==> src/rtl/bsq_div.sv <==
// restoring divider, 62-bit dividend by 32-bit divisor, one quotient bit per cycle
// standalone; used by billboard_sprite_quad_unit
`timescale 1ns / 1ps
`default_nettype none

module bsq_div (
    input  wire logic        i_clk,
    input  wire logic        i_rst_n,
    input  wire logic        i_start,
    input  wire logic [61:0] i_dividend,
    input  wire logic [31:0] i_divisor,
    output logic             o_done,
    output logic [61:0]      o_quot,
    output logic [31:0]      o_rem
);

    logic        r_busy;
    logic        r_done;
    logic [5:0]  r_cnt;
    logic [61:0] r_q;
    logic [31:0] r_rem;
    logic [31:0] r_dvs;

    logic [32:0] sh;
    logic        ge;

    assign sh = {r_rem, r_q[61]};
    assign ge = sh >= {1'b0, r_dvs};

    always_ff @(posedge i_clk) begin
        if (!i_rst_n) begin
            r_busy <= 1'b0;
            r_done <= 1'b0;
            r_cnt  <= '0;
        end else begin
            r_done <= 1'b0;
            if (i_start) begin
                r_busy <= 1'b1;
                r_cnt  <= '0;
                r_q    <= i_dividend;
                r_rem  <= '0;
                r_dvs  <= i_divisor;
            end else if (r_busy) begin
                r_q   <= {r_q[60:0], ge};
                r_rem <= ge ? 32'(sh - {1'b0, r_dvs}) : sh[31:0];
                r_cnt <= r_cnt + 6'd1;
                if (r_cnt == 6'd61) begin
                    r_busy <= 1'b0;
                    r_done <= 1'b1;
                end
            end
        end
    end

    assign o_done = r_done;
    assign o_quot = r_q;
    assign o_rem  = r_rem;

endmodule

`default_nettype wire

==> config.mk <==
export PLATFORM = sky130hd
export DESIGN_NAME = bsq_div
export DESIGN_NICKNAME = d
export VERILOG_FILES = /design/src/rtl/bsq_div.sv
export SDC_FILE = /design/constraint.sdc
export NUM_CORES = 1
export LEC_CHECK = 0
export BUFFER_PORTS_ARGS = -buffer_cell sky130_fd_sc_hd__buf_2
export CELL_PAD_IN_SITES_DETAIL_PLACEMENT = 0
export CELL_PAD_IN_SITES_GLOBAL_PLACEMENT = 1
export CORE_MARGIN = 2
export CORE_UTILIZATION = 45
export DETAILED_ROUTE_END_ITERATION = 16
export GPL_TIMING_DRIVEN = 0
export PLACE_DENSITY = 0.95
export SLEW_MARGIN = 20
export SYNTH_ARGS = -nofsm -noshare
export SYNTH_HDL_FRONTEND = slang
export SYNTH_SLANG_ARGS = --single-unit
==> constraint.sdc <==
create_clock -name i_clk -period 8.4 [get_ports i_clk]
set_input_delay 0 -clock i_clk [delete_from_list [all_inputs] [get_ports i_clk]]
set_output_delay 0 -clock i_clk [all_outputs]
set_load 0.02 [all_outputs]
After elaboration in Yosys (flattened, before gate mapping)
Index checks and enable logic that the tools add are counted.
Widths: inputs -> output; s select.
Storage, ports and cells
  bits of input ports: 97
  output and inout port bits: 95
  flip-flop bits (word level): 134
Cells by class
  reduce and logical (&&, ||, !) cells: 5
  equality and inequality tests: 1
  $lt $le $gt $ge: 1
  bitwise gates (word level): 2
  muxes and demuxes: 8
  add/sub/neg operators: 2
Operators with widths (count)
  $mux 62: 2
  $mux 32: 2
  $ge 33x32->1: 1
  $sub 32x32->32: 1
  $add 6x1->6 const B: 1
  $eq 6x6->1 const B: 1
  $mux 1: 4
  $reduce_and 2->1: 2
  $reduce_or 3->1: 1
  $not 1->1: 2
  $reduce_bool 2->1: 1
  $reduce_or 2->1: 1

Longest topological paths before layout
  depth after elaboration: 4
  mapped depth: 14
  gate-level depth less buffers: 12

Worst setup path after synthesis
No wires, ideal clock.
  kind: reg2reg
  from: register r_busy
  to: register r_q[0] (netlist: o_quot[0]) (enable)
  setup slack: 5.206 ns
  buffers on the path: 1
  cell stages (with the launch flop): 3
  arrival time: 2.733 ns
  data required time: 7.939 ns
  cells stage by stage: dfxtp_1 > clkbuf_1 > o21a_1
Between the ends
  cells in the longest elaborated chain, start to end: 2
Ends and longest elaborated chain
  start, declared: RTL line 17  | logic r_busy;
  start signal, assigned: RTL line 32  | r_busy <= 1'b0;
  start signal, assigned: RTL line 38  | r_busy <= 1'b1;
  start signal, assigned: RTL line 48  | r_busy <= 1'b0;
  $reduce_bool 2->1 (no source line)
  $reduce_and 2->1 (no source line)
  end signal, assigned: RTL line 40  | r_q <= i_dividend;
  end signal, assigned: RTL line 44  | r_q <= {r_q[60:0], ge};
  end, declared: RTL line 20  | logic [61:0] r_q;
No other way between the ends.
A chain may end at the register's enable or synchronous reset.

Final worst setup path
  from: register r_rem[20] (netlist: o_rem[20])
  to: register r_rem[24] (netlist: o_rem[24]), data pin
Between the ends
  cells in the longest elaborated chain, start to end: 3
Ends and longest elaborated chain
  start, declared: RTL line 21  | logic [31:0] r_rem;
  start signal, assigned: RTL line 45  | r_rem <= ge ? 32'(sh - {1'b0, r_dvs}) : sh[31:0];
  $sub 32x32->32 or $ge 33x32->1 (tied branches): RTL line 45, 28
  $mux 32 *: RTL line 45
  $mux 32 *: RTL line 43  | end else if (r_busy) begin
Mark *: on every way between the ends. The rest lies on a longest branch, timed or not. The select of a mux whose other input is x is not followed.

==> run metrics <==
beginning of the critical path=o_rem[20]; number of enable flip-flop cells after synthesis=~130; number of hold violations in the final report=0; ratio of final minimum period to clock period=around two fifths; Buf/Inv on CP=3; last weighted congestion value of the routability-driven placer=between 0.8 and 0.9; width of the die=approximately 130 um; first-pass GRT wire length=29.3 mm; Clock Path Buffers=2; final std cell area, no fill=about 10000 sq um; standard cell with the maximum stage delay on the critical path=or4_1; share of the synthesized area in the top cell type=52.4%; result of the run=complete, no violations; reg2reg start=o_rem[20]; vertical die dimension=between 100 and 150 um; net count of the finished layout=between 1000 and 1500; worst vdd ir=about 0.16 mV; unrepaired setup endpoints after global routing=no; number of clock sinks=134; highest net fanout along the worst path=10; number of cells on the critical path=12; leading area contributor after synthesis=edfxtp_1; insertion delay to the later sink of the worst-skew pair=between 0.4 and 0.5 ns; Max Clock Freq=0.307 GHz; post-route ant nets=0; depth of the worst register-to-register path=12; critical path required time=8.55 ns; TritonCTS clock tree=yes; DR iter-0 viols=~250; top post-synthesis cells by count=edfxtp_1 (126), mux2_2 (61), nor2_1 (45); Worst EP arrival=approximately 3.4 ns; cts repair resizes=0; slack of the worst reg-to-reg path=5.14 ns; crit-path cells=ha_1, buf_2, nand2_2, nor2_2, nand2_1, or4_1, o311a_1, a22oi_2, buf_6, buf_8, mux2i_1, nor2_1; H-tree depth reported by CTS=4; post-synth net total=between 700 and 800; DR WL/cell=between 15 and 20 um; Static Leak=0.00424 uW; placed wire-length estimate after detailed placement=~13 mm; Worst slew margin=between 50% and 60%; endpoint of the worst register-to-register path=o_rem[24]; area of the mapped netlist=between 7000 and 8000 sq um; synthesized instance count=a little under 600; setup skew after layout=about 0.0096 ns; row count=46; number of top-level pins=~190; Starting Density=a little under half; Final Routed Wirelength=~19 mm; layout overhead on the synthesized area=39.2%; number of flip-flops and latches in the synthesized netlist=134; Via Count=about 5700; slew at the pin closest to its max-slew limit=between 0.7 and 0.8 ns; max-capacitance violation count=0; final sum of negative setup slack=0 ns; overall fraction of global-route tracks in use=22.5%; GRT Residual Overflow=0; count leader, synth=edfxtp_1; CP startpoint kind=flop; DRC violation count after routing=0; Post-Synthesis Mean Instance Area=12.3 sq um; portion of the post-synthesis area used by sequential elements=between 50% and 60%; biggest area contributors in the synthesized netlist=edfxtp_1 (52%), mux2_2 (9.5%), ha_1 (5.9%), mux2i_1 (3.3%), a21oi_1 (2.4%); CTS Root Buffer Type=clkbuf_16; area inside the core boundary=15800 sq um; clock period minus final worst setup slack=about 3.3 ns; nature of the critical path endpoint=flop; proportion of register bits with asynchronous set or reset after synthesis=0%; power per cell area=approximately 210 nW/um^2; number of buffers inserted by port buffering=190; distinct cell type count after synthesis=between 50 and 60; number of failing setup endpoints in the final timing report=0; Worst Hold Slack=roughly 0.28 ns; critical setup path kind=flop to flop; end point of the critical path=o_rem[24]; post-place instance area=8510 sq um; dominant synthesized flop cell=edfxtp_1; number of vias per cell=roughly 5.1; Final Slew Violations=0; path type of the worst min-delay path=primary input to flop; kind of cell adding the most delay to the critical path=simple AND/OR/NAND/NOR gates; fraction of layout instances using a drive strength above 1=~34%; Initial DRT Pass Iterations=4; TritonCTS Buffers=17; number of global-route vias before repair=5913; maximum cell stage delay along the critical path=roughly 0.46 ns; clock slew seen by the registers of the worst setup and hold paths=about 0.060 ns; area enclosed by the die boundary=between 15000 and 20000 sq um; antenna violations before repair=1; count of synthesis-stage warnings from yosys=0; largest net degree at the start of global routing=50
-- how the worst min path moves through the flow --
stage	slack, ns	cells after the start	endpoint	from
global route	0.29	2	r_dvs[2]	i_divisor[2]
detailed placement	0.18	1	r_dvs[12]	i_divisor[12]
floorplan	0.1	0	r_dvs[0]	i_divisor[0]
finish	0.28	2	r_dvs[4]	i_divisor[4]
CTS	0.26	2	r_dvs[4]	i_divisor[4]
global placement	0.18	1	r_dvs[14]	i_divisor[14]
-- cells in the final DEF, fill, tap and decap left out, types with 22 or more instances in the layout --
master	n
edfxtp_1	126
nand2_1	27
a21oi_1	35
ha_1	34
buf_2	196
dlygate4sd3_1	95
o21ai_0	22
nor2_1	45
inv_1	43
mux2_2	61
mux2i_1	24
-- sequential cells by signal, indices dropped and copies added (netlist names) --
register and cells:
o_done 1, r_dvs 32, o_rem 32, r_busy 1
o_quot 62, r_cnt 6
-- kinds of logic after synthesis --
group | after synthesis | share of synthesized area, %
flip-flops | 134 | 54.6
AO/OA/AOI/OAI | 119 | 11.1
AND/OR/NAND/NOR | 118 | 7.59
multiplexers | 85 | 12.8
buffers and inverters | 67 | 4.11
adder cells (fa/ha/maj) | 35 | 6.17
XOR/XNOR | 30 | 3.64
-- cell type report --
class / instances / area [sq um]
clock inverters: 14 / 164
flip-flops and latches: 134 / 3940
plain buffers: 24 / 135
clock buffers: 18 / 429
well taps: 216 / 270
multi-input cells: 387 / 2990
repair buffers: 287 / 1960
inverters: 43 / 161
diodes: 1 / 2.50
fillers: 1254 / 5720
-- power by group --
| part | total, uW | internal [uW] | switching (uW) |
|---|---|---|---|
| clock network | 760 | 445 | 314 |
| registers | 828 | 799 | 29.6 |
| logic | 533 | 241 | 292 |
| total | 2120 | 1480 | 636 |
-- through the flow --
stage	total power (uW)	utilization [%]	setup slack, ns	std cells
4_1_cts	2130	63.7	5.15	1123
2_1_floorplan	1200	-	5.21	588
6_report	2120	63.7	5.14	1124
5_1_grt	2220	63.7	4.92	1124
3_3_place_gp	1330	53.5	3.86	994
3_5_place_dp	1340	53.9	5.16	996
-- metal layers --
metal | global-route usage [%] | vias up | part of all wire [%]
li1 | - | 2792 | -
met3 | 6.92 | 23 | 6.4
met4 | 7.95 | 0 | 1.8
met2 | 39.2 | 182 | 50
met1 | 26.5 | 2716 | 42
met5 | 0 | - | 0
-- repair_timing --
action | 4_1_cts | 5_1_grt
buffers inserted | 0 | 0
hold endpoints to repair | 95 | 0
hold buffers | 95 | 0
No activity file was read; power rests on OpenSTA's default activity.
