File: src/rtl/bsq_isqrt.sv
// floor square root of a 64-bit value, two radicand bits per cycle
// standalone; used by billboard_sprite_quad_unit
`timescale 1ns / 1ps
`default_nettype none

module bsq_isqrt (
    input  wire logic        i_clk,
    input  wire logic        i_rst_n,
    input  wire logic        i_start,
    input  wire logic [63:0] i_value,
    output logic             o_done,
    output logic [31:0]      o_root
);

    logic        r_busy;
    logic        r_done;
    logic [4:0]  r_cnt;
    logic [63:0] r_v;
    logic [33:0] r_rem;
    logic [31:0] r_root;

    logic [35:0] sh;
    logic [35:0] trial;
    logic        ge;

    assign sh    = {r_rem, r_v[63:62]};
    assign trial = {2'b00, r_root, 2'b01};
    assign ge    = sh >= trial;

    always_ff @(posedge i_clk) begin
        if (!i_rst_n) begin
            r_busy <= 1'b0;
            r_done <= 1'b0;
            r_cnt  <= '0;
        end else begin
            r_done <= 1'b0;
            if (i_start) begin
                r_busy <= 1'b1;
                r_cnt  <= '0;
                r_v    <= i_value;
                r_rem  <= '0;
                r_root <= '0;
            end else if (r_busy) begin
                r_v    <= {r_v[61:0], 2'b00};
                r_rem  <= ge ? 34'(sh - trial) : sh[33:0];
                r_root <= {r_root[30:0], ge};
                r_cnt  <= r_cnt + 5'd1;
                if (r_cnt == 5'd31) begin
                    r_busy <= 1'b0;
                    r_done <= 1'b1;
                end
            end
        end
    end

    assign o_done = r_done;
    assign o_root = r_root;

endmodule

`default_nettype wire

File: config.mk
export PLATFORM = sky130hd
export DESIGN_NAME = bsq_isqrt
export DESIGN_NICKNAME = d
export VERILOG_FILES = /design/src/rtl/bsq_isqrt.sv
export SDC_FILE = /design/constraint.sdc
export NUM_CORES = 1
export LEC_CHECK = 0
export BUFFER_PORTS_ARGS = -buffer_cell sky130_fd_sc_hd__buf_4
export CORE_MARGIN = 2
export CORE_UTILIZATION = 53
export DETAILED_ROUTE_END_ITERATION = 12
export MAX_ROUTING_LAYER = met4
export PLACE_DENSITY_LB_ADDON = 0.1
export SLEW_MARGIN = 20
export SYNTH_ARGS = -nofsm -noshare
export SYNTH_HDL_FRONTEND = slang
export SYNTH_SLANG_ARGS = --single-unit
File: constraint.sdc
create_clock -name i_clk -period 5 [get_ports i_clk]
set_clock_uncertainty 0.15 [all_clocks]
set_input_delay 1 -clock i_clk [delete_from_list [all_inputs] [get_ports i_clk]]
set_output_delay 1 -clock i_clk [all_outputs]
set_load 0.1 [all_outputs]
## Yosys cells after proc, flatten, opt, wreduce, memory -nomap -nowiden

Cells that the tools add are included.

| operators by class | value |
|---|---|
| bitwise logic cells | 2 |
| order comparisons | 1 |
| reductions and logical operators | 4 |
| multiplexer cells | 9 |
| equality and inequality tests | 1 |
| add/subtract/negate cells | 2 |

Operators by type and width:

| kind | number |
|---|---|
| $mux 64 | 2 |
| $mux 34 | 2 |
| $ge 36x34->1 | 1 |
| $sub 34x34->34 | 1 |
| $mux 32 | 1 |
| $add 5x1->5 const B | 1 |
| $eq 5x5->1 const B | 1 |
| $mux 1 | 4 |
| $reduce_or 3->1 | 1 |
| $not 1->1 | 2 |
| $reduce_and 2->1 | 1 |
| $reduce_bool 2->1 | 1 |
| $reduce_or 2->1 | 1 |

| word-level totals | value |
|---|---|
| logic and storage cells | 25 |
| input port bits | 67 |
| output and inout bits | 33 |
| register bits after elaboration | 137 |

## Longest topological paths before layout

Gate-level depths: netlist of the first run.

| depth | value |
|---|---|
| word-level depth | 4 |
| mapped depth | 14 |
| depth with buffers taken out | 11 |

## Worst setup path after synthesis of the first run

Ideal clock, no wire load.

| timing path | value |
|---|---|
| path type | input port to flip-flop |
| start point | in i_start |
| end point | reg r_root[0] (netlist: o_root[0]) (enable) |
| data arrival time | 4430 ps |
| stages | 3 |
| path buffers | 2 |
| setup time | 501 ps |
| slack | -80 ps |
| data required time | 4349 ps |
| cell sequence | clkbuf_1 clkbuf_1 o21a_1 |

| on the way | value |
|---|---|
| cells in the longest elaborated chain, start to end | 2 |

RTL lines:

| item | line | RTL |
|---|---|---|
| start: declaration | 9 | `input wire logic i_start,` |
| $reduce_bool 2->1 (no line) | -- |  |
| $reduce_and 2->1 (no line) | -- |  |
| end signal: assignment | 46 | `r_root <= {r_root[30:0], ge};` |
| end: declaration | 20 | `logic [31:0] r_root;` |

No other way between the ends.
A chain may end at the register's enable or synchronous reset.

## Final worst setup path of the first run

| timing path | value |
|---|---|
| start point | reg r_root[9] (netlist: o_root[9]) |
| end point | reg r_rem[0] (data pin) |

| on the way | value |
|---|---|
| cells in the longest elaborated chain, start to end | 3 |

RTL lines:

| item | line | RTL |
|---|---|---|
| $ge 36x34->1 | 28 | `assign ge = sh >= trial;` |
| $mux 34 | 45 | `r_rem <= ge ? 34'(sh - trial) : sh[33:0];` |
| $mux 34 | 43 | `end else if (r_busy) begin` |
| end signal: assignment | 45 |  |
| end: declaration | 19 | `logic [33:0] r_rem;` |

No other way between the ends. The select of a mux whose other input is x is not followed.

==> flow_summary_export.csv, run 1 <==
group,metric,value,unit
floorplan,start_util,53.9,%
cells_and_area,area_delta_synth_final,19.4,%
setup_path,cp-end-kind,"flop",
sta,drv_slew,0,
clock_network,cts_buffers,17,
synthesis,synth_enable_flop_cells,130,
floorplan,die_x,123,µm
synthesis,postSynthCellCount,656,
global_routing,grt_max_degree,58,
setup_path,crit_cells,12,
floorplan,die_height,123,µm
power_and_ir_drop,vdd_ir_drop_max,227,µV
synthesis,yosysWarnings,0,
synthesis,async_reset_ff_share,0,%
job,timing.max_cap.violations,0,
detailed_routing,vias_per_cell,5.58,
floorplan,ios,100,
power_and_ir_drop,sw_frac_of_total,30.5,%
setup_path,startpoint_type,"flop",
sta,fmax,267,MHz
sta,slew_headroom,38.6,%
power_and_ir_drop,leakagePower,3.60,nW
setup_path,rr_worst_depth,12,
clock_network,clockBufferDepth,2,
detailed_routing,dr.first_iter.drc_count,397,
clock_network,cts.sinks,137,
synthesis,synth_area,0.00745,mm²
synthesis,syn_nets,759,
power_and_ir_drop,p_comb_share,24.7,%
sta,fin_ws,1.26,ns
detailed_routing,ant_nets,0,
setup_path,critical_path_required,5.00,ns
detailed_routing,vias,5269,
cells_and_area,nets,855,
setup_path,ff2ff_setup_slack,1.26,ns
detailed_routing,wl,15200,µm
global_routing,grt_use_met3,6.32,%
hold_path,holdPathStages,2,
synthesis,avgSynthCellArea,11.4,µm²
setup_path,critPathLaunch,"o_root[9]$_SDFFCE_PP0P_",
setup_path,path_delay_family,"compound AO/OA/AOI/OAI gates",
clock_network,cts_max_level,4,
sta,worst_pin_slew,0.921,ns
place,portBuffers,99,
global_routing,grt_pass1_wl,25300,µm
cells_and_area,drive_above_1_share,26.7,%
sta,rsz0062_at_grt,"false",
global_routing,antenna_found_initial,0,
place,place_ws,1.27,ns
global_routing,grtUsageMet2,34.3,%
synthesis,ys_ff_latch,137,
clock_network,cts-root-buf,"clkbuf_16",
synthesis,synth_cell_type_count,54,
floorplan,core_area,0.0138,mm²
detailed_routing,dr.pass1.iters,5,
setup_path,cp_max_fo,21,
clock_network,cts_hold_buffers,0,
global_routing,grt-ovfl-total,0,
global_routing,busiest_layer,"met2",
hold_path,hold_class,"reg -> reg",
synthesis,synthFlopType,"edfxtp_1",
cells_and_area,num_antenna_cells,0,
global_routing,grt_pass1_vias,5382,
power_and_ir_drop,p_int,2.38,mW
power_and_ir_drop,clkPwrFrac,34.0,%
setup_path,rr_startpoint,"o_root[9]$_SDFFCE_PP0P_",
sta,timing.final.crit_share,74.8,%
clock_network,clk_pin_slew,0.06,ns
place,hpwl,10400,µm
floorplan,die_area,0.0150,mm²
sta,hold_violations,0,
power_and_ir_drop,powerDensity,385,mW/mm²
clock_network,worstSkewPairLatency,0.42,ns
global_routing,met1_usage,27.7,%
cells_and_area,final_util,64.3,%
setup_path,worstSetupPathType,"reg -> reg",
power_and_ir_drop,p_switching,1.04,mW
sta,fin_crit,3.74,ns
setup_path,setup.worst_path.end,"r_rem[0]$_SDFFCE_PP0P_",
status,outcome,"complete, no violations",
power_and_ir_drop,p_seq_share,41.3,%
setup_path,crit_chain,"inv_1, ha_1, a21oi_2, o211ai_1, a221oi_2, o211ai_2, a2111oi_4, o21ai_1, nand2_1, buf_4, xnor2_1, nor2_1",
detailed_routing,detail_route.wl_per_cell,16.0,µm
setup_path,critPathSlowestCell,"nand2_1",
setup_path,cp_num_buf_inv,2,
sta,finalSetupTns,0,ns
setup_path,r2r-end,"r_rem[0]$_SDFFCE_PP0P_",
place,place.gp.congestion,0.890,
synthesis,synth_seq_area_share,54.3,%
clock_network,cts_tree,"yes",
detailed_routing,route.detailed.drc,0,
global_routing,track_usage,22.2,%
clock_network,post_cts_buffers,0,
setup_path,max_stage_delay,0.56,ns
setup_path,crit_arrival,3.74,ns
sta,finalSetupViolCount,0,
clock_network,cts_resized,0,
floorplan,row_count,43,
==> power groups by stage <==
| stage | combinational [mW] | sequential, mW | clock [mW] |
|---|---|---|---|
| after floorplan | 0.545 | 1.54 | 0 |
| after global placement | 0.822 | 1.44 | 0 |
| after detailed placement | 0.836 | 1.44 | 0 |
| after CTS | 0.843 | 1.42 | 1.18 |
| after global routing | 0.936 | 1.43 | 1.23 |
| final | 0.845 | 1.42 | 1.16 |
==> cells in the final DEF, fill, tap and decap left out, types with 6 or more instances in the layout <==
cell / instances
edfxtp_1: 130
buf_4: 104
nand2_1: 65
mux2_2: 62
nor2_1: 59
a21oi_1: 57
inv_1: 47
ha_1: 36
o21ai_0: 17
xnor2_1: 17
clkbuf_16: 17
a21o_1: 13
nand3_1: 13
xor2_1: 9
nand4_1: 8
nor3_1: 7
dfxtp_1: 7
a211oi_1: 6
==> worst min-delay path by stage <==
stage / from / endpoint / slack, ns
6_report: r_cnt[3]$_SDFFE_PP0P_ / r_cnt[3]$_SDFFE_PP0P_ / 0.36
3_5_place_dp: r_cnt[3]$_SDFFE_PP0P_ / r_cnt[3]$_SDFFE_PP0P_ / 0.35
4_1_cts: r_cnt[3]$_SDFFE_PP0P_ / r_cnt[3]$_SDFFE_PP0P_ / 0.37
2_1_floorplan: r_cnt[4]$_SDFFE_PP0P_ / r_cnt[4]$_SDFFE_PP0P_ / 0.32
5_1_grt: r_cnt[3]$_SDFFE_PP0P_ / r_cnt[3]$_SDFFE_PP0P_ / 0.39
3_3_place_gp: r_cnt[4]$_SDFFE_PP0P_ / r_cnt[4]$_SDFFE_PP0P_ / 0.34
==> worst min-delay path, delay by kind of cell (launching register included) <==
kind,cells,cell delay (ns)
xor gates and xnor gates,1,0.07
and+or+nand+nor,1,0.07
DFF,1,0.33
==> per-stage QoR <==
stage	power (mW)	area [µm²]	hold WS [ns]	cells
after floorplan	2.08	7450	0.317	656
after global placement	2.26	8350	0.337	913
after detailed placement	2.27	8350	0.351	913
after CTS	3.44	8890	0.366	945
after global routing	3.59	8890	0.394	945
final	3.43	8890	0.359	945
==> cells by family (layout without fill, tap and decap cells) <==
kind of cell / Yosys count / count (layout) / synth area share, %
multiplexers: 65 / 65 / 9.78
AND/OR/NAND/NOR: 182 / 182 / 10.9
AO/OA/AOI/OAI: 135 / 135 / 11.8
buffers and inverters: 75 / 184 / 4.10
adder cells (fa/ha/maj): 36 / 36 / 6.05
flip-flops: 137 / 137 / 54.3
XOR/XNOR: 26 / 26 / 3.06
==> synthesized netlist by cell type (4+ instances only) <==
cell / count / area, µm²
o21ai_0: 17 / 85.1
xor2_1: 9 / 78.8
a21o_1: 13 / 97.6
clkbuf_1: 17 / 63.8
xnor2_1: 17 / 149
dfxtp_1: 7 / 140
mux2_2: 62 / 698
and2_1: 4 / 25.0
a21oi_1: 57 / 285
o211ai_1: 4 / 30.0
and3_1: 5 / 31.3
a211oi_1: 6 / 45.0
nand4_1: 8 / 50.1
nand2_1: 65 / 244
buf_2: 7 / 35.0
nand2b_1: 5 / 31.3
edfxtp_1: 130 / 3900
inv_1: 47 / 176
o21bai_1: 4 / 30.0
nand3_1: 13 / 65.1
nor2_1: 59 / 221
o21a_1: 6 / 45.0
ha_1: 36 / 450
nor3_1: 7 / 35.0
==> layout make-up <==
class                           count  area, µm²
Timing Repair Buffer              105        801
Multi-Input combinational cell    444       3100
Clock inverter                     13        104
Inverter                           47        176
Sequential cell                   137       4040
Tap cell                          180        225
Fill cell                        1130       4940
Clock buffer                       19        433
==> state kept, by name, indices dropped and copies added, names as in the netlist <==
name,count
o_done,1
o_root,32
r_rem,34
r_v,64
r_busy,1
r_cnt,5
==> layer usage <==
metal	vias to the layer above	part of all wire [%]
met5	-	0
met2	140	48
li1	2585	-
met1	2523	44
met3	21	6.4
met4	0	1.7
No activity file was read; power rests on OpenSTA's default activity.
==> inputs of run 2 (changes only) <==
==> constraint.sdc (replaced) <==
create_clock -name i_clk -period 3.3 [get_ports i_clk]
set_clock_uncertainty 0.15 [all_clocks]
set_input_delay 0.66 -clock i_clk [delete_from_list [all_inputs] [get_ports i_clk]]
set_output_delay 0.66 -clock i_clk [all_outputs]
set_load 0.1 [all_outputs]
==> run 2 against run 1 <==
  * Die area is the same
  * Cell area grew 2.6%
  * Critical path type unchanged
  * Sequential cell count unchanged
  * Critical path depth shrank 2
  * Wire length up 1.9%
  * Power grew 58%
  * Hold slack better by 0.0031 ns
  * Global-route usage about the same
  * Sequential share of layout area shrank 1.2 points
==> flow_summary_export.csv, run 2 (synthesis gave the netlist of run 1 again) <==
group,metric,value,unit
setup_path,r2r-end,"r_rem[33]$_SDFFCE_PP0P_",
global_routing,antenna_found_initial,0,
cells_and_area,nets,866,
floorplan,core_area,0.0138,mm²
floorplan,start_util,53.9,%
place,place_area,0.00846,mm²
cells_and_area,regMostFlops,"r_v",
place,portBuffers,99,
power_and_ir_drop,total_power,5.41,mW
cells_and_area,final.fill_count,1038,
clock_network,cts-root-buf,"clkbuf_16",
sta,fin_crit,3.18,ns
floorplan,die_height,123,µm
detailed_routing,ant_nets,0,
detailed_routing,detail_route.wl_per_cell,16.2,µm
clock_network,cts_buffers,17,
detailed_routing,route.detailed.drc,0,
cells_and_area,drive_above_1_share,30.3,%
sta,fmax,315,MHz
clock_network,cts_max_level,4,
setup_path,cp_max_fo,9,
global_routing,grt-ovfl-total,0,
detailed_routing,vias,5324,
cells_and_area,fin_area,0.00912,mm²
power_and_ir_drop,powerDensity,593,mW/mm²
detailed_routing,vias_per_cell,5.57,
place,hpwl,10700,µm
setup_path,cp_num_buf_inv,1,
clock_network,cts.sinks,137,
clock_network,clockBufferDepth,2,
place,dp.cells,923,
job,timing.max_cap.violations,0,
cells_and_area,num_antenna_cells,0,
clock_network,worstSkewPairLatency,0.43,ns
place,place_ws,0.120,ns
floorplan,row_count,43,
global_routing,grt_max_degree,73,
setup_path,critPathSlowestCell,"a2111oi_1",
cells_and_area,final_cell_mix,"130 x edfxtp_1, 112 x buf_4, 64 x nand2_1",
sta,worst_pin_slew,0.463,ns
clock_network,cts_tree,"yes",
setup_path,crit_chain,"inv_1, ha_1, a2111oi_1, o21ai_0, o21a_1, a2111oi_4, o21ai_1, and2_2, and4_1, a311o_1",
detailed_routing,wl,15500,µm
hold_path,holdPathStages,2,
hold_path,hold_end,"r_cnt[4]$_SDFFE_PP0P_",
setup_path,crit_arrival,3.21,ns
hold_path,hold_class,"reg -> reg",
sta,finalSetupViolCount,0,
power_and_ir_drop,leakagePower,3.68,nW
setup_path,ff2ff_setup_slack,0.12,ns
clock_network,clk_pin_slew,0.07,ns
power_and_ir_drop,vdd_ir_drop_max,354,µV
hold_path,min_from,"r_cnt[4]$_SDFFE_PP0P_",
cells_and_area,mostFrequentLayoutCell,"edfxtp_1",
floorplan,die_area,0.0150,mm²
setup_path,rr_startpoint,"o_root[23]$_SDFFCE_PP0P_",
global_routing,grt_pass1_vias,5422,
global_routing,grt_pass1_wl,25400,µm
cells_and_area,area_delta_synth_final,22.5,%
sta,timing.final.crit_share,96.3,%
cells_and_area,fin_cells,956,
detailed_routing,dr.pass1.iters,7,
sta,drv_slew,0,
setup_path,path_delay_family,"compound AO/OA/AOI/OAI gates",
sta,hold_violations,0,
global_routing,track_usage,22.3,%
sta,slew_headroom,68.8,%
place,place.gp.congestion,0.905,
cells_and_area,largest_reg_flops,64,
sta,fin_ws,0.122,ns
setup_path,startpoint_type,"flop",
status,outcome,"complete, no violations",
setup_path,rr_worst_depth,10,
setup_path,cp-end-kind,"flop",
setup_path,max_stage_delay,0.46,ns
cells_and_area,final_util,65.9,%
setup_path,worstSetupPathType,"reg -> reg",
detailed_routing,dr.first_iter.drc_count,361,
floorplan,ios,100,
floorplan,die_x,123,µm
setup_path,critical_path_required,3.33,ns
sta,hold_ws,0.362,ns
clock_network,cts_hold_buffers,0,
sta,finalSetupTns,0,ns
run 2: worst min-delay path, cell delays in order, from the launching register on:
cell and delay, ns:
dfxtp_1 0.33, mux2i_1 0.07, nor2_1 0.07
run 2: cell type report:
cell class	instances	area (µm²)	share of cell area, %
tap	180	225	2.47
sequential	137	4040	44.3
clock inverter	15	168	1.84
timing repair buffer	116	912	10.0
inverter	47	176	1.93
multi-input combinational	444	3170	34.7
clock buffer	17	425	4.67
run 2: power by group:
group | internal (mW) | total [mW] | leakage (nW) | switching (mW)
Sequential | 2.09 | 2.15 | 1.31 | 0.0593
Clock | 1.13 | 1.92 | 0.284 | 0.792
Combinational | 0.543 | 1.34 | 2.08 | 0.800
run 2: worst max-delay path by stage:
stage / slack (ns) / end / from / cells after the start
2_1_floorplan: -0.36 / r_rem[33]$_SDFFCE_PP0P_ / o_root[11]$_SDFFCE_PP0P_ / 13
3_3_place_gp: 0.18 / r_rem[23]$_SDFFCE_PP0P_ / o_root[21]$_SDFFCE_PP0P_ / 13
3_5_place_dp: 0.12 / r_rem[33]$_SDFFCE_PP0P_ / o_root[23]$_SDFFCE_PP0P_ / 11
4_1_cts: 0.08 / r_rem[33]$_SDFFCE_PP0P_ / o_root[23]$_SDFFCE_PP0P_ / 11
5_1_grt: -0.01 / r_rem[12]$_SDFFCE_PP0P_ / o_root[23]$_SDFFCE_PP0P_ / 11
6_report: 0.12 / r_rem[33]$_SDFFCE_PP0P_ / o_root[23]$_SDFFCE_PP0P_ / 10
run 2: timing repair:
item / 4_1_cts / 5_1_grt
buffers inserted: 0 / 1
setup endpoints to repair: 0 / 26
resized for setup: 0 / 16
run 2: layer usage:
metal | global-route usage (%) | up-vias | part of all wire [%]
met1 | 27.0 | 2560 | 45
met2 | 35.9 | 138 | 48
li1 | - | 2601 | -
met4 | 8.19 | 0 | 1.8
met5 | - | - | 0
met3 | 5.86 | 25 | 5.0
==> inputs of run 3 (changes only) <==
==> constraint.sdc (replaced) <==
create_clock -name i_clk -period 3.3 [get_ports i_clk]
set_clock_uncertainty 0.15 [all_clocks]
set_input_delay 0.66 -clock i_clk [delete_from_list [all_inputs] [get_ports i_clk]]
set_output_delay 0.66 -clock i_clk [all_outputs]
set_load 0.005 [all_outputs]
==> run 3 against run 2 <==
  * Clock power rose by 6%
  * Cell area barely moved
  * Sequential power barely moved
  * Clock-buffer cell count rose by 1
  * Global-route usage fell by 0.17 points
  * Critical path type unchanged
  * Power fell by 1.3%
  * Sequential share of layout area barely moved
  * Largest cell class unchanged
  * Critical endpoint unchanged
  * First-iteration DRC count fell by 6.1%
  * Non-clock buffer count did not move
  * Largest power group unchanged
  * Worst setup slack improved by 0.051 ns
  * Utilization barely moved
==> flow_summary_export.csv, run 3 (synthesis gave the netlist of run 1 again) <==
group,metric,value,unit
setup_path,rr_startpoint,"r_rem[11]$_SDFFCE_PP0P_",
cells_and_area,regMostFlops,"r_v",
sta,timing.final.crit_share,94.8,%
sta,hold_violations,0,
place,place.gp.congestion,0.893,
sta,finalSetupViolCount,0,
floorplan,die_x,123,µm
setup_path,setup.worst_path.end,"r_rem[33]$_SDFFCE_PP0P_",
clock_network,clk_pin_slew,0.06,ns
floorplan,row_count,43,
setup_path,ff2ff_setup_slack,0.17,ns
hold_path,hold_class,"reg -> reg",
power_and_ir_drop,clkPwrFrac,38.0,%
setup_path,critPathLaunch,"r_rem[11]$_SDFFCE_PP0P_",
sta,finalSetupTns,0,ns
cells_and_area,nets,866,
detailed_routing,ant_nets,0,
detailed_routing,route.detailed.drc,0,
status,outcome,"complete, no violations",
setup_path,worstSetupPathType,"reg -> reg",
setup_path,cp_max_fo,9,
power_and_ir_drop,sw_frac_of_total,27.2,%
floorplan,die_area,0.0150,mm²
place,place_area,0.00845,mm²
sta,hold_ws,0.360,ns
power_and_ir_drop,leakagePower,3.71,nW
place,hpwl,10700,µm
floorplan,die_height,123,µm
sta,fin_crit,3.13,ns
cells_and_area,mostFrequentLayoutCell,"edfxtp_1",
sta,drv_slew,0,
detailed_routing,vias_per_cell,5.50,
detailed_routing,vias,5256,
setup_path,startpoint_type,"flop",
sta,fmax,320,MHz
clock_network,cts_tree,"yes",
floorplan,start_util,53.9,%
detailed_routing,dr.pass1.iters,6,
global_routing,antenna_found_initial,0,
detailed_routing,wl,15300,µm
global_routing,grt_pass1_vias,5370,
clock_network,worstSkewPairLatency,0.42,ns
cells_and_area,num_antenna_cells,0,
cells_and_area,final_cell_mix,"130 x edfxtp_1, 112 x buf_4, 65 x nand2_1",
setup_path,critical_path_required,3.31,ns
power_and_ir_drop,vdd_ir_drop_max,367,µV
floorplan,ios,100,
setup_path,max_stage_delay,0.42,ns
setup_path,crit_chain,"ha_1, a21oi_2, o211ai_1, a221oi_2, o211ai_2, a2111oi_4, o21ai_1, and2_1, and4_1, a311o_1",
power_and_ir_drop,p_int,3.89,mW
clock_network,cts_max_level,4,
setup_path,critPathSlowestCell,"edfxtp_1",
place,portBuffers,99,
power_and_ir_drop,powerDensity,585,mW/mm²
setup_path,r2r-end,"r_rem[33]$_SDFFCE_PP0P_",
cells_and_area,area_delta_synth_final,22.5,%
sta,worst_pin_slew,0.496,ns
cells_and_area,drive_above_1_share,28.9,%
setup_path,rr_worst_depth,10,
detailed_routing,detail_route.wl_per_cell,16.0,µm
clock_network,cts_buffers,17,
cells_and_area,fin_area,0.00912,mm²
global_routing,track_usage,22.1,%
detailed_routing,dr.first_iter.drc_count,339,
clock_network,cts.sinks,137,
cells_and_area,largest_reg_flops,64,
clock_network,cts-root-buf,"clkbuf_16",
power_and_ir_drop,p_comb_share,21.9,%
sta,slew_headroom,67.0,%
global_routing,grt_max_degree,90,
power_and_ir_drop,p_switching,1.45,mW
global_routing,grt_pass1_wl,25100,µm
clock_network,clockBufferDepth,2,
setup_path,crit_arrival,3.14,ns
job,timing.max_cap.violations,0,
power_and_ir_drop,p_seq_share,40.1,%
setup_path,cp-end-kind,"flop",
floorplan,core_area,0.0138,mm²
global_routing,grt-ovfl-total,0,
cells_and_area,final_util,66.0,%
## run 3: routing by layer
layer  wire, µm  GRT usage, %
met1       6920          27.8
met2       7360          35.0
met3        820          5.62
met4        234          7.54
met5          0             -
## run 3: layout make-up
cell class	count	area [µm²]
sequential	137	4040
tap	180	225
timing repair buffer	116	921
multi-input combinational	444	3130
clock inverter	14	193
clock buffer	18	429
inverter	47	176
fill	1075	4710
## run 3: power by group through the flow
stage	registers (mW)	logic, mW	clock network, mW
2_1_floorplan	2.16	0.827	0
3_3_place_gp	2.17	1.12	0
3_5_place_dp	2.18	1.14	0
4_1_cts	2.14	1.15	2.05
5_1_grt	2.16	1.30	2.12
6_report	2.14	1.17	2.03
## run 3: worst max-delay path: cells and delay by family, from the launching register on
kind | cells | cell delay [ns]
and+or+nand+nor | 2 | 0.38
AOI/OAI and AO/OA | 7 | 1.50
DFF | 1 | 0.42
adders and majority gates | 1 | 0.42
## run 3: repair_timing
item,CTS,global route
hold buffers,0,0
gates resized for setup,0,8
setup endpoints to repair,0,27
setup buffers,0,3
## run 3: worst min-delay path by stage
stage	from	to	depth (start not counted)
4_1_cts	r_cnt[4]$_SDFFE_PP0P_	r_cnt[4]$_SDFFE_PP0P_	2
2_1_floorplan	r_cnt[4]$_SDFFE_PP0P_	r_cnt[4]$_SDFFE_PP0P_	2
3_5_place_dp	r_cnt[4]$_SDFFE_PP0P_	r_cnt[4]$_SDFFE_PP0P_	2
3_3_place_gp	r_cnt[4]$_SDFFE_PP0P_	r_cnt[4]$_SDFFE_PP0P_	2
6_report	r_cnt[4]$_SDFFE_PP0P_	r_cnt[4]$_SDFFE_PP0P_	2
5_1_grt	i_value[0]	r_v[0]$_SDFFCE_PN0P_	2
## run 3: through the flow
stage | total power, mW | cells | worst slack, ns
global placement | 3.30 | 921 | 0.228
finish | 5.34 | 956 | 0.173
detailed placement | 3.31 | 921 | 0.127
global route | 5.58 | 956 | -0.0528
floorplan | 2.99 | 656 | 0.199
CTS | 5.34 | 953 | 0.0970
